===== config.mk =====
export PLATFORM = sky130hd
export DESIGN_NAME = nma_cell
export DESIGN_NICKNAME = d
export VERILOG_FILES = /design/src/hw/rtl/nma_pkg.sv /design/src/hw/rtl/nma_ram.sv /design/src/hw/rtl/nma_cell.sv
export SDC_FILE = /design/constraint.sdc
export NUM_CORES = 1
export LEC_CHECK = 0
export BUFFER_PORTS_ARGS = -buffer_cell sky130_fd_sc_hd__buf_4
export CELL_PAD_IN_SITES_DETAIL_PLACEMENT = 0
export CELL_PAD_IN_SITES_GLOBAL_PLACEMENT = 1
export CORE_ASPECT_RATIO = 1.1
export CORE_MARGIN = 2
export CORE_UTILIZATION = 50
export CTS_CLUSTER_DIAMETER = 200
export CTS_CLUSTER_SIZE = 30
export DETAILED_ROUTE_END_ITERATION = 7
export PLACE_DENSITY_LB_ADDON = 0.05
export SYNTH_ARGS = -nofsm -noshare
export SYNTH_HDL_FRONTEND = slang
export SYNTH_HIERARCHICAL = 1
export SYNTH_SLANG_ARGS = --single-unit

===== constraint.sdc =====
create_clock -name clk -period 5.2 [get_ports clk]
set_input_delay 0.26 -clock clk [delete_from_list [all_inputs] [get_ports clk]]
set_output_delay 0.26 -clock clk [all_outputs]
set_load 0.02 [all_outputs]

===== src/hw/rtl/nma_pkg.sv =====
// Shared types and constants for the nearest-medoid L1 assignment block.
package nma_pkg;

	localparam int VAL_W   = 16;
	localparam int ACC_W   = 22;
	localparam int CNT_W   = 7;
	localparam int MIDX_W  = 4;
	localparam int EIDX_W  = 6;
	localparam int CNUM_W  = 5;
	localparam int CIDX_W  = 1;

	localparam logic [ACC_W-1:0] ACC_MAX = 22'h3FFFFF;

	localparam logic ACT_LOAD  = 1'b0;
	localparam logic ACT_POINT = 1'b1;

	localparam logic [CIDX_W-1:0] REG_DIMS  = 1'b0;
	localparam logic [CIDX_W-1:0] REG_COUNT = 1'b1;

	localparam logic [CNT_W-1:0]  DIMS_RST  = 7'd32;
	localparam logic [CNUM_W-1:0] COUNT_RST = 5'd16;

	typedef struct packed {
		logic              action;
		logic [MIDX_W-1:0] medoid_index;
		logic [EIDX_W-1:0] element_index;
		logic [VAL_W-1:0]  value;
	} in_t;

	typedef struct packed {
		logic [MIDX_W-1:0] nearest_medoid;
		logic [ACC_W-1:0]  l1_distance;
	} out_t;

	// control fanned out from the front end to every cell
	typedef struct packed {
		logic load;
		logic rd;
		logic acc;
	} cell_ctl_t;

	// running minimum handed along the chain
	typedef struct packed {
		logic              vld;
		logic              has;
		logic [MIDX_W-1:0] idx;
		logic [ACC_W-1:0]  score;
	} tok_t;

endpackage


===== src/hw/rtl/nma_ram.sv =====
// Generic single-write, single-read RAM with registered read data.
module nma_ram #(
	parameter int WIDTH = 16,
	parameter int DEPTH = 64
) (
	input  logic                                  clk,
	input  logic                                  we,
	input  logic [(DEPTH > 1 ? $clog2(DEPTH) : 1)-1:0] waddr,
	input  logic [WIDTH-1:0]                      wdata,
	input  logic                                  re,
	input  logic [(DEPTH > 1 ? $clog2(DEPTH) : 1)-1:0] raddr,
	output logic [WIDTH-1:0]                      rdata
);

	logic [WIDTH-1:0] mem [DEPTH];
	logic [WIDTH-1:0] rdata_q;

	always_ff @(posedge clk) begin
		if (we) begin
			mem[waddr] <= wdata;
		end
		if (re) begin
			rdata_q <= mem[raddr];
		end
	end

	assign rdata = rdata_q;

endmodule


===== src/hw/rtl/nma_cell.sv =====
// One medoid cell: element store, L1 accumulator and a stage of the minimum chain.
module nma_cell #(
	parameter int MAX_DIMS = 64,
	parameter int J        = 0
) (
	input  logic                                     clk,
	input  logic                                     arst_n,
	input  nma_pkg::cell_ctl_t                       ctl,
	input  logic [nma_pkg::MIDX_W-1:0]               medoid_index,
	input  logic [(MAX_DIMS > 1 ? $clog2(MAX_DIMS) : 1)-1:0] waddr,
	input  logic [(MAX_DIMS > 1 ? $clog2(MAX_DIMS) : 1)-1:0] raddr,
	input  logic [nma_pkg::VAL_W-1:0]                wdata,
	input  logic [nma_pkg::VAL_W-1:0]                val_s1,
	input  logic [nma_pkg::CNUM_W-1:0]               count,
	input  nma_pkg::tok_t                            tok_in,
	output nma_pkg::tok_t                            tok_out
);

	logic                         en;
	logic                         we;
	logic [nma_pkg::VAL_W-1:0]    mval;
	logic signed [nma_pkg::VAL_W:0] diff;
	logic [nma_pkg::VAL_W:0]      mag;
	logic [nma_pkg::ACC_W:0]      sum;
	logic [nma_pkg::ACC_W-1:0]    acc_q;
	logic                         take;
	logic                         tvld_q;
	logic                         has_q;
	logic [nma_pkg::MIDX_W-1:0]   idx_q;
	logic [nma_pkg::ACC_W-1:0]    score_q;

	// medoid 0 always takes part, whatever the count register holds
	assign en = (J == 0) || (J < int'(count));
	assign we = ctl.load && (int'(medoid_index) == J);

	nma_ram #(
		.WIDTH (nma_pkg::VAL_W),
		.DEPTH (MAX_DIMS)
	) u_store (
		.clk   (clk),
		.we    (we),
		.waddr (waddr),
		.wdata (wdata),
		.re    (ctl.rd),
		.raddr (raddr),
		.rdata (mval)
	);

	assign diff = $signed({val_s1[nma_pkg::VAL_W-1], val_s1})
		- $signed({mval[nma_pkg::VAL_W-1], mval});
	assign mag  = diff[nma_pkg::VAL_W] ? (nma_pkg::VAL_W + 1)'(0) - diff : diff;
	assign sum  = {1'b0, acc_q} + (nma_pkg::ACC_W + 1)'(mag);

	assign take = en && (!tok_in.has || (acc_q < tok_in.score));

	always_ff @(posedge clk or negedge arst_n) begin
		if (!arst_n) begin
			acc_q  <= '0;
			tvld_q <= 1'b0;
		end else begin
			tvld_q <= tok_in.vld;
			// accumulator is read and cleared as the minimum passes
			if (tok_in.vld) begin
				acc_q <= '0;
			end else if (ctl.acc && en) begin
				acc_q <= sum[nma_pkg::ACC_W] ? nma_pkg::ACC_MAX : sum[nma_pkg::ACC_W-1:0];
			end
		end
	end

	always_ff @(posedge clk) begin
		if (tok_in.vld) begin
			if (take) begin
				has_q   <= 1'b1;
				idx_q   <= nma_pkg::MIDX_W'(J);
				score_q <= acc_q;
			end else begin
				has_q   <= tok_in.has;
				idx_q   <= tok_in.idx;
				score_q <= tok_in.score;
			end
		end
	end

	always_comb begin
		tok_out.vld   = tvld_q;
		tok_out.has   = has_q;
		tok_out.idx   = idx_q;
		tok_out.score = score_q;
	end

endmodule

==> results.yml, run 1 <==
floorplanning:
  io_pins: 114
  dieArea_mm2: 0.0920
  initial_utilization_pct: 50.3
  coreArea_mm2: 0.0891
  rows: 115
  die_width_um: 289
  die_h_um: 318
synthesis:
  synth_ff_type: "edfxtp_1"
  synth_edf_count: 1067
  async_flop_share_pct: 2.11
  synth_seq_cells: 1090
  synth_area_leaders: "edfxtp_1 (72%), mux4_2 (11%), mux2i_1 (1.9%)"
  synth_top_family_by_area: "multiplexers"
  synth_cell_types: 79
  synth_top_area_share_pct: 71.5
  synth-seq-area-share_pct: 72.8
  synthXorXnorAreaFrac_pct: 0.821
  synth_area_per_cell_um2: 19.3
  syn_area_mm2: 0.0448
  synth-simple-area-share_pct: 3.74
  synthAdderAreaFrac_pct: 1.68
  syn_nets: 2465
  yosys_warnings: 6
  synth_compound_area_share_pct: 4.30
  synth_top_cell_by_area: "edfxtp_1"
  synthCells: 2320
  synth_mux_area_share_pct: 14.4
sta:
  fmax_mhz: 206
  relSlewSlack_pct: 30.0
  tightest_slew_ps: 1050
  fin_crit_sh_pct: 93.1
  setup_viol: 0
  slew_viol_final: 0
  period_needed_ps: 4840
  tns_ps: 0
  fin_skew_ps: 32.3
  final-hold-violation-count: 0
global_routing:
  grt_use_met1_pct: 32.6
  antenna_found_initial: 0
  grt_max_degree: 93
  gr-usage-met3_pct: 2.12
  grt_overflow: 0
  grt_util_met2_pct: 40.4
  grt_pass1_vias: 22800
  grt_pass1_wl_um: 155000
  grtUsageTotal_pct: 23.3
  grt.busiest_layer: "met2"
clock_network:
  h-tree-depth: 2
  clock_latency_ps: 630
  clk_pin_slew_worst_paths_ps: 120
  cts.sinks: 1090
  cts-root-buf: "clkbuf_16"
  numCtsBuffers: 42
  cts_tree: "yes"
  cts.path.max_buffers: 3
power_and_ir_drop:
  p_leak_nw: 15.9
  p_per_area_mw_per_mm2: 330
  peakVddDrop_uv: 260
placed_design:
  dpl_cell_area_mm2: 0.0470
  place_congestion: 0.827
  dp_hpwl_um: 64500
  port_buffers: 108
route:
  wl_um: 106000
  avgRoutedWirePerCell_um: 29.1
  ant_nets: 0
  vias_per_cell: 6.12
  first_pass_iters: 7
  drc_errors: 0
  drtIter0Drc: 2111
  vias: 22300
setup_path:
  critPathSlowestCell: "fa_1"
  crit_top_cell: "a21o_1"
  path_buf_inv: 0
  r2r-end: "acc_q[9]"
  start_kind: "flop"
  cp_max_fo: 5
  crit_type: "reg2reg"
  r2r_cells: 19
  path_delay_family: "compound AO/OA/AOI/OAI gates"
  cp_cell_sequence: "ha_1 -> fa_1 -> nand2b_1 -> a211oi_2 -> o41ai_1 -> xor2_1 -> nand4b_4 -> or2_1 -> o41ai_2 -> xor2_1 -> ha_1 -> a21o_1 -> a21o_1 -> a21o_1 -> a21o_1 -> a22oi_2 -> nand2_1 -> o22ai_1 -> nor2_1"
  max_stage_delay_ps: 420
  cp_data_arrival_time_ps: 5350
  reg2reg_from: "u_store/rdata[0]"
  r2r_slack_ps: 360
  worstPathRequired_ps: 5710
  endpoint_kind: "flop"
final_layout:
  final_cell_area_mm2: 0.0485
  finish.utilization_pct: 54.4
  synthToLayoutAreaGrowth_pct: 8.19
  fin_nets: 2605
  drive_gt1_share_pct: 21.8
hold_path:
  hp-class: "in2async"
run:
  drv_cap: 0
status:
  outcome: "complete, no violations"
[cell families after synthesis]
group | after synthesis
DFF | 1090
muxes | 359
and+or+nand+nor | 338
AOI/OAI and AO/OA | 261
buffers and inverters | 170
adders and majority gates | 59
xor gates and xnor gates | 42
other | 1
[per-layer routing]
metal  share of wire [%]  routed length (um)  vias to the layer above
met5                   0                   0                        -
met4                 1.6                1710                        0
met3                 3.7                3980                       91
met2                  52               55000                      484
met1                  43               45400                    12000
li1                    -                   -                     9684
[layout by cell type, fill, tap and decap left out, drive strengths merged, types with 25 or more instances in the layout]
cell / Yosys / routed
edfxtp: 1067 / 1067
inv: 52 / 53
nor2: 116 / 116
a21oi: 43 / 43
nor2b: 34 / 34
xnor2: 25 / 25
nand3: 28 / 28
nand2: 79 / 79
mux2i: 87 / 87
clkbuf: 33 / 53
ha: 57 / 57
a22oi: 40 / 40
mux2: 48 / 48
buf: 85 / 185
dlygate4sd3: 0 / 28
mux4: 224 / 224
[synth_stat cells (28+ instances only)]
master and n:
nor2_1 114, mux4_2 220, buf_2 41, ha_1 57, a22oi_1 40, nand2_1 78
nand3_1 28, edfxtp_1 1067, clkbuf_1 30, mux2i_1 87, mux2_2 48, a21oi_1 43
nor2b_1 34, inv_1 52
[flip-flops by register name, summed over array words and instances (netlist names)]
signal and count:
acc_q 22, has_q 1, idx_q 4, score_q 22, tvld_q 1, u_store/mem 1024, u_store/rdata 16
[worst max path at each step]
stage	startpoint	end	slack [ps]	cells after the start
floorplan	u_store/rdata[0]	acc_q[11]	550	19
global placement	val_s1[0]	acc_q[19]	20	21
detailed placement	val_s1[0]	acc_q[19]	-100	21
CTS	u_store/rdata[0]	acc_q[10]	0.2	19
global route	u_store/rdata[0]	acc_q[20]	-20	19
finish	u_store/rdata[0]	acc_q[9]	360	19
[stage by stage]
step | std cells | setup WS [ps] | hold slack (ps) | total power, W
floorplan | 2320 | 548 | -35.6 | 0.0114
global placement | 3557 | 17.7 | 174 | 0.0120
detailed placement | 3557 | -104 | 177 | 0.0121
CTS | 3638 | 0.177 | 4.73 | 0.0161
global route | 3639 | -15.8 | 30.0 | 0.0166
finish | 3640 | 357 | 47.4 | 0.0160
[timing repair]
| item | 4_1_cts | 5_1_grt |
|---|---|---|
| hold endpoints to repair | 65 | 0 |
| gates resized for setup | 1 | 7 |
| buffers inserted | 0 | 1 |
| pin swaps | 0 | 2 |
| hold buffers | 28 | 0 |
| endpoints found under the setup margin | 2 | 22 |
[where the power goes]
part	switching, W	internal [W]	total (W)
Combinational	0.00122	0.000871	0.00209
Sequential	0.0000808	0.00973	0.00981
Clock	0.00251	0.00159	0.00410
[layout make-up]
type                       instances  area (um^2)
sequential                      1090        32600
clock buffer                      52         1150
multi-input combinational       1060        11300
antenna                            1         2.50
inverter                          52          195
clock inverter                     1         20.0
tap                             1170         1460
timing repair buffer             214         1760
fill                            6888        40600
Power figures use the tool's default switching activity.
==> inputs of run 2 (changes only) <==
Settings changed: ABC_AREA set to 1.
==> run 2 against run 1 <==
Compared with the run above: area after synthesis grew 5.9%; sequential power grew 0.5%; die area grew 5.8%; fmax grew 9.5%; clock-buffer cell count shrank 2; first-iteration DRC count grew 21%; final area grew 4.7%; clock power is essentially flat.
==> results.yml, run 2 <==
status:
  outcome: "complete, no violations"
synthesis:
  synth_ff_type: "edfxtp_1"
  synth_area_leaders: "edfxtp_1 (68%), nand2_1 (12%), nand3_1 (9.8%)"
  synth_area_per_cell_um2: 11.0
  synthTopCellsByCount: "nand2_1 (1,532), edfxtp_1 (1,067), nand3_1 (930), inv_1 (128)"
  synth_top_cell_by_area: "edfxtp_1"
  synth_top_area_share_pct: 67.5
  synth_cell_types: 45
  synth_edf_count: 1067
  yosys_warnings: 6
  yosysMostFrequentCell: "nand2_1"
  async_flop_share_pct: 2.11
  synth-seq-area-share_pct: 68.7
  synthCells: 4299
  synth_seq_cells: 1090
  syn_nets: 4444
  syn_area_mm2: 0.0475
hold_path:
  min_from: "ctl[0]"
  hold_path_depth: 5
  hp-class: "in2reg"
  hold_end: "acc_q[5]"
global_routing:
  grt_max_degree: 177
  antenna_found_initial: 4
  grt_overflow: 0
  grt_pass1_vias: 29300
  grtUsageTotal_pct: 25.5
  grt_pass1_wl_um: 185000
clock_network:
  ctsResizeCount: 0
  cts_tree: "yes"
  cts.path.max_buffers: 3
  h-tree-depth: 2
  cts.sinks: 1090
  clk_pin_slew_worst_paths_ps: 130
  clock_latency_ps: 650
  cts_setup_buffers: 0
  cts-root-buf: "clkbuf_16"
  numCtsBuffers: 42
setup_path:
  cp_max_fo: 15
  crit_type: "reg2reg"
  start_kind: "flop"
  r2r_slack_ps: 780
  path_buf_inv: 4
  critPathSlowestCell: "a21oi_2"
  reg2reg_from: "u_store/rdata[0]"
  r2r-end: "acc_q[14]"
  max_stage_delay_ps: 590
  r2r_cells: 27
  crit_top_cell: "nand2_1"
  cp_data_arrival_time_ps: 5010
  worstPathRequired_ps: 5790
  path_delay_family: "simple AND/OR/NAND/NOR gates"
  cp-startpoint: "u_store/rdata[0]"
  endpoint_kind: "flop"
sta:
  holdWs_ps: 54.9
  fin_crit_sh_pct: 85.1
  setup_viol: 0
  slew_viol_final: 0
  tightest_slew_ps: 1190
  tns_ps: 0
  fin_skew_ps: 36.0
  final-hold-violation-count: 0
  relSlewSlack_pct: 20.1
  fmax_mhz: 226
  rsz0062_at_grt: "false"
  period_needed_ps: 4420
final_layout:
  n_fill_cell: 8182
  final_cell_mix: "nand2_1 (1,532), edfxtp_1 (1,067), nand3_1 (930), buf_4 (194), inv_1 (127)"
  finish.utilization_pct: 54.0
  synthToLayoutAreaGrowth_pct: 6.92
  largestRegisters: "u_store/mem: 1024 flops, acc_q: 22 flops, score_q: 22 flops"
  top_register: "u_store/mem"
  drive_gt1_share_pct: 6.80
  fin_nets: 4487
  final_common_cell: "nand2_1"
  fin_cells: 5612
  largest_reg_flops: 1024
route:
  drc_errors: 0
  avgRoutedWirePerCell_um: 22.3
  ant_nets: 0
  drtIter0Drc: 2559
  first_pass_iters: 5
  wl_um: 125000
  vias: 30800
  vias_per_cell: 5.48
run:
  drv_cap: 0
floorplanning:
  dieArea_mm2: 0.0974
  die_h_um: 327
  rows: 118
  die_width_um: 298
  initial_utilization_pct: 50.5
  coreArea_mm2: 0.0940
  io_pins: 114
placed_design:
  dp_hpwl_um: 72000
  port_buffers: 108
  place_congestion: 0.860
  placed_cells: 5525
power_and_ir_drop:
  peakVddDrop_uv: 330
  power_w: 0.0164
  p_leak_nw: 19.0
  p_per_area_mw_per_mm2: 323
run 2: cell types whose count changed after synthesis, sizes merged, moves of 18 or more:
cell    change
a21o       -18
a22oi      -40
a311oi     -23
buf       +123
inv        +86
mux2       -48
mux2i      -87
mux4      -224
nand2    +1461
nand3     +905
nor2b      -34
o21ai      +32
xnor2      -19
run 2: timing repair:
action / 4_1_cts / 5_1_grt
hold buffers: 33 / 0
endpoints found under the setup margin: 0 / 0
endpoints found under the hold margin: 68 / 0
run 2: routing by layer:
| metal | track usage, % | vias up | part of all wire (%) | wire, um |
|---|---|---|---|---|
| met3 | 2.88 | 177 | 4.9 | 6140 |
| met2 | 44.3 | 765 | 50 | 62300 |
| met1 | 33.2 | 14900 | 41 | 52000 |
| li1 | - | 14900 | - | - |
| met4 | 9.33 | 2 | 3.9 | 4900 |
| met5 | 0 | - | 0.0096 | 12 |
run 2: layout make-up:
cell class | count | area (um^2) | share of cell area, %
tap | 1260 | 1580 | 3.11
multi-input combinational | 2832 | 12900 | 25.4
clock inverter | 2 | 28.8 | 0.0567
sequential | 1090 | 32600 | 64.3
inverter | 138 | 547 | 1.08
clock buffer | 50 | 1100 | 2.17
antenna | 2 | 5.00 | 0.00986
timing repair buffer | 238 | 2000 | 3.94
run 2: cells by family (layout without fill, tap and decap cells):
logic type,after synthesis,in the layout,synth area share (%)
xor gates and xnor gates,24,24,0.443
adders and majority gates,59,59,1.59
buffers and inverters,377,428,4.30
other,1,3,0.00790
DFF,1090,1090,68.7
and+or+nand+nor,2637,2637,23.7
AOI/OAI and AO/OA,111,111,1.27
run 2: through the flow:
step	cell area (um^2)	setup slack [ps]
after floorplan	47500	1600
after global placement	49300	782
after detailed placement	49300	803
after CTS	50700	764
after global routing	50700	249
final	50700	776
run 2: worst max path at each step:
stage | end | slack (ps) | depth (start not counted)
finish | acc_q[14] | 780 | 27
floorplan | acc_q[15] | 1600 | 28
global placement | acc_q[11] | 780 | 29
CTS | acc_q[14] | 760 | 27
detailed placement | acc_q[14] | 800 | 29
global route | acc_q[14] | 250 | 27
run 2: worst reg2reg max path, stage by stage, from the launching register on:
cell	delay (ps)
edfxtp_1	390
ha_1	210
fa_1	380
inv_1	140
nand3_1	120
nand2_2	130
nand2_2	60
nand2_2	70
nand3_2	80
nand2_2	100
nand2_4	60
nand2_8	100
inv_4	70
or2_1	220
o21ai_2	90
inv_2	60
fa_1	380
inv_1	90
nand3_1	70
nand2_1	160
nand2_1	70
nand2_1	120
nand2_1	70
nand2_1	100
nand3_1	110
a21oi_2	590
o21ai_0	220
nand2_1	90
run 2: power by group:
group          switching [W]  internal [W]
sequential          0.000112       0.00975
clock                0.00254       0.00153
combinational        0.00166      0.000783
total                0.00432        0.0121
==> inputs of run 3 (changes only) <==
Settings changed: BUFFER_PORTS_ARGS -buffer_cell sky130_fd_sc_hd__buf_4 to unset, DONT_BUFFER_PORTS set to 1.
==> run 3 against run 2 <==
Compared with the run above: the flow now finishes with violations (max-slew violations); via count shrank 1.3%; register-to-register slack better by 20 ps; largest power group unchanged; largest cell class unchanged; worst setup slack better by 18 ps; highest routed layer is now met4; first-iteration DRC count down 0.59%; non-clock buffer count is 77 lower; final cell count shrank 1.4%; global-route usage down 0.50 points; critical endpoint is now acc_q[11]; fmax rose by 0.41%; clock-buffer cell count did not move; wire length is 2.2% lower; sequential power rose by 0.4%; clock power is essentially flat.
==> results.yml, run 3 (synthesis gave the netlist of run 2 again) <==
power_and_ir_drop:
  p_per_area_mw_per_mm2: 321
  p_leak_nw: 18.7
  peakVddDrop_uv: 272
final_layout:
  top_register: "u_store/mem"
  largest_reg_flops: 1024
  multi_input_area_mm2: 0.0129
  final_cell_mix: "nand2_1 (1,532), edfxtp_1 (1,067), nand3_1 (930), inv_1 (127), nor2_1 (114)"
  finish.utilization_pct: 53.7
  largestRegisters: "u_store/mem: 1024 flops, acc_q: 22 flops, score_q: 22 flops"
  synthToLayoutAreaGrowth_pct: 6.38
  n_fill_cell: 8234
  fin_cells: 5535
  ff_latch_area_mm2: 0.0326
  final_cell_area_mm2: 0.0505
  fin_nets: 4410
  drive_gt1_share_pct: 4.59
  final_common_cell: "nand2_1"
clock_network:
  cts_tree: "yes"
  h-tree-depth: 2
  cts-root-buf: "clkbuf_16"
  clk_pin_slew_worst_paths_ps: 130
  clock_latency_ps: 650
  cts.sinks: 1090
  cts_setup_buffers: 0
  cts.path.max_buffers: 3
  numCtsBuffers: 42
status:
  outcome: "complete, but fails checks"
  violations: "max-slew violations"
sta:
  tns_ps: 0
  fin_crit_sh_pct: 84.7
  holdWs_ps: 49.7
  fin_skew_ps: 35.2
  slew_viol_final: 309
  tightest_slew_ps: 2400
  relSlewSlack_pct: -60.0
  rsz0062_at_grt: "false"
  fmax_mhz: 227
  setup_viol: 0
  period_needed_ps: 4410
  final-hold-violation-count: 0
setup_path:
  cp_data_arrival_time_ps: 5000
  r2r_cells: 27
  worstPathRequired_ps: 5790
  cp-startpoint: "u_store/rdata[0]"
  crit_type: "reg2reg"
  start_kind: "flop"
  cp_max_fo: 15
  r2r_slack_ps: 790
  r2r-end: "acc_q[11]"
  max_stage_delay_ps: 590
  critPathSlowestCell: "a21oi_2"
  endpoint_kind: "flop"
  reg2reg_from: "u_store/rdata[0]"
  crit_top_cell: "nand2_1"
  crit_end: "acc_q[11]"
floorplanning:
  io_pins: 114
  dieArea_mm2: 0.0974
  die_h_um: 327
  rows: 118
  die_width_um: 298
  initial_utilization_pct: 50.5
  coreArea_mm2: 0.0940
route:
  wl_um: 123000
  vias_per_cell: 5.49
  first_pass_iters: 5
  drc_errors: 0
  vias: 30400
  ant_nets: 0
  drtIter0Drc: 2544
  avgRoutedWirePerCell_um: 22.2
placed_design:
  port_buffers: 0
  placed_cells: 5410
  place_congestion: 0.870
  dpl_cell_area_mm2: 0.0483
  dp_hpwl_um: 67700
global_routing:
  grt_overflow: 0
  grt_pass1_vias: 29100
  grt_pass1_wl_um: 183000
  grt_max_degree: 514
  antenna_found_initial: 0
  grtUsageTotal_pct: 25.0
run:
  drv_cap: 0
hold_path:
  hp-class: "in2reg"
run 3: cell count changes in the layout (fill, tap and decap cells not counted):
cell / delta
buf_4: -108
dlygate4sd3_1: +19
buf_16: +16
nor2_1: +4
nor2_2: -4
buf_12: -2
buf_8: -2
clkinv_2: +1
inv_2: -1
inv_4: -1
inv_6: +1
run 3: area by class of cell:
cell class / instances / area share (%)
Antenna cell: 2 / 0.00991
Clock buffer: 50 / 2.18
Clock inverter: 2 / 0.0570
Inverter: 138 / 1.09
Multi-Input combinational cell: 2832 / 25.5
Sequential cell: 1090 / 64.6
Tap cell: 1260 / 3.12
Timing Repair Buffer: 161 / 3.46
run 3: power breakdown:
group	switching [W]	internal [W]	total (W)
registers	0.000152	0.00975	0.00990
clock network	0.00257	0.00153	0.00410
logic	0.00144	0.000758	0.00220
total	0.00416	0.0120	0.0162
run 3: metal layers:
metal / share of wire [%] / track usage (%) / vias to the layer above
li1: - / - / 14800
met1: 43 / 33.9 / 14800
met2: 49 / 43.0 / 707
met3: 4.8 / 2.61 / 133
met4: 3.0 / 7.31 / 0
met5: 0 / 0 / -
run 3: how the worst min path moves through the flow:
stage / cells past startpoint / to / slack [ps] / start
finish: 2 / u_store/mem[53][3] / 50 / waddr[1]
global route: 2 / u_store/mem[53][3] / 20 / waddr[1]
CTS: 4 / u_store/rdata[15] / 2 / raddr[3]
detailed placement: 0 / acc_q[8] / -40 / arst_n
global placement: 0 / acc_q[8] / -40 / arst_n
floorplan: 0 / acc_q[0] / -40 / arst_n
run 3: repair_timing:
| item | CTS | global route |
|---|---|---|
| gates resized for setup | 0 | 0 |
| hold endpoints to repair | 1173 | 0 |
| hold buffers | 71 | 0 |
run 3: metrics by stage:
stage	setup slack, ps	total power [W]
after floorplan	1600	0.0117
after global placement	818	0.0121
final	794	0.0162
after global routing	305	0.0168
after detailed placement	765	0.0121
after CTS	717	0.0163
run 3: worst max-delay path, delay by kind of cell, from the launching register on:
family                     cells  cell delay (ps)
AOI/OAI and AO/OA              3              890
adders and majority gates      3              970
buffers and inverters          4              340
DFF                            1              390
and+or+nand+nor               17             1740
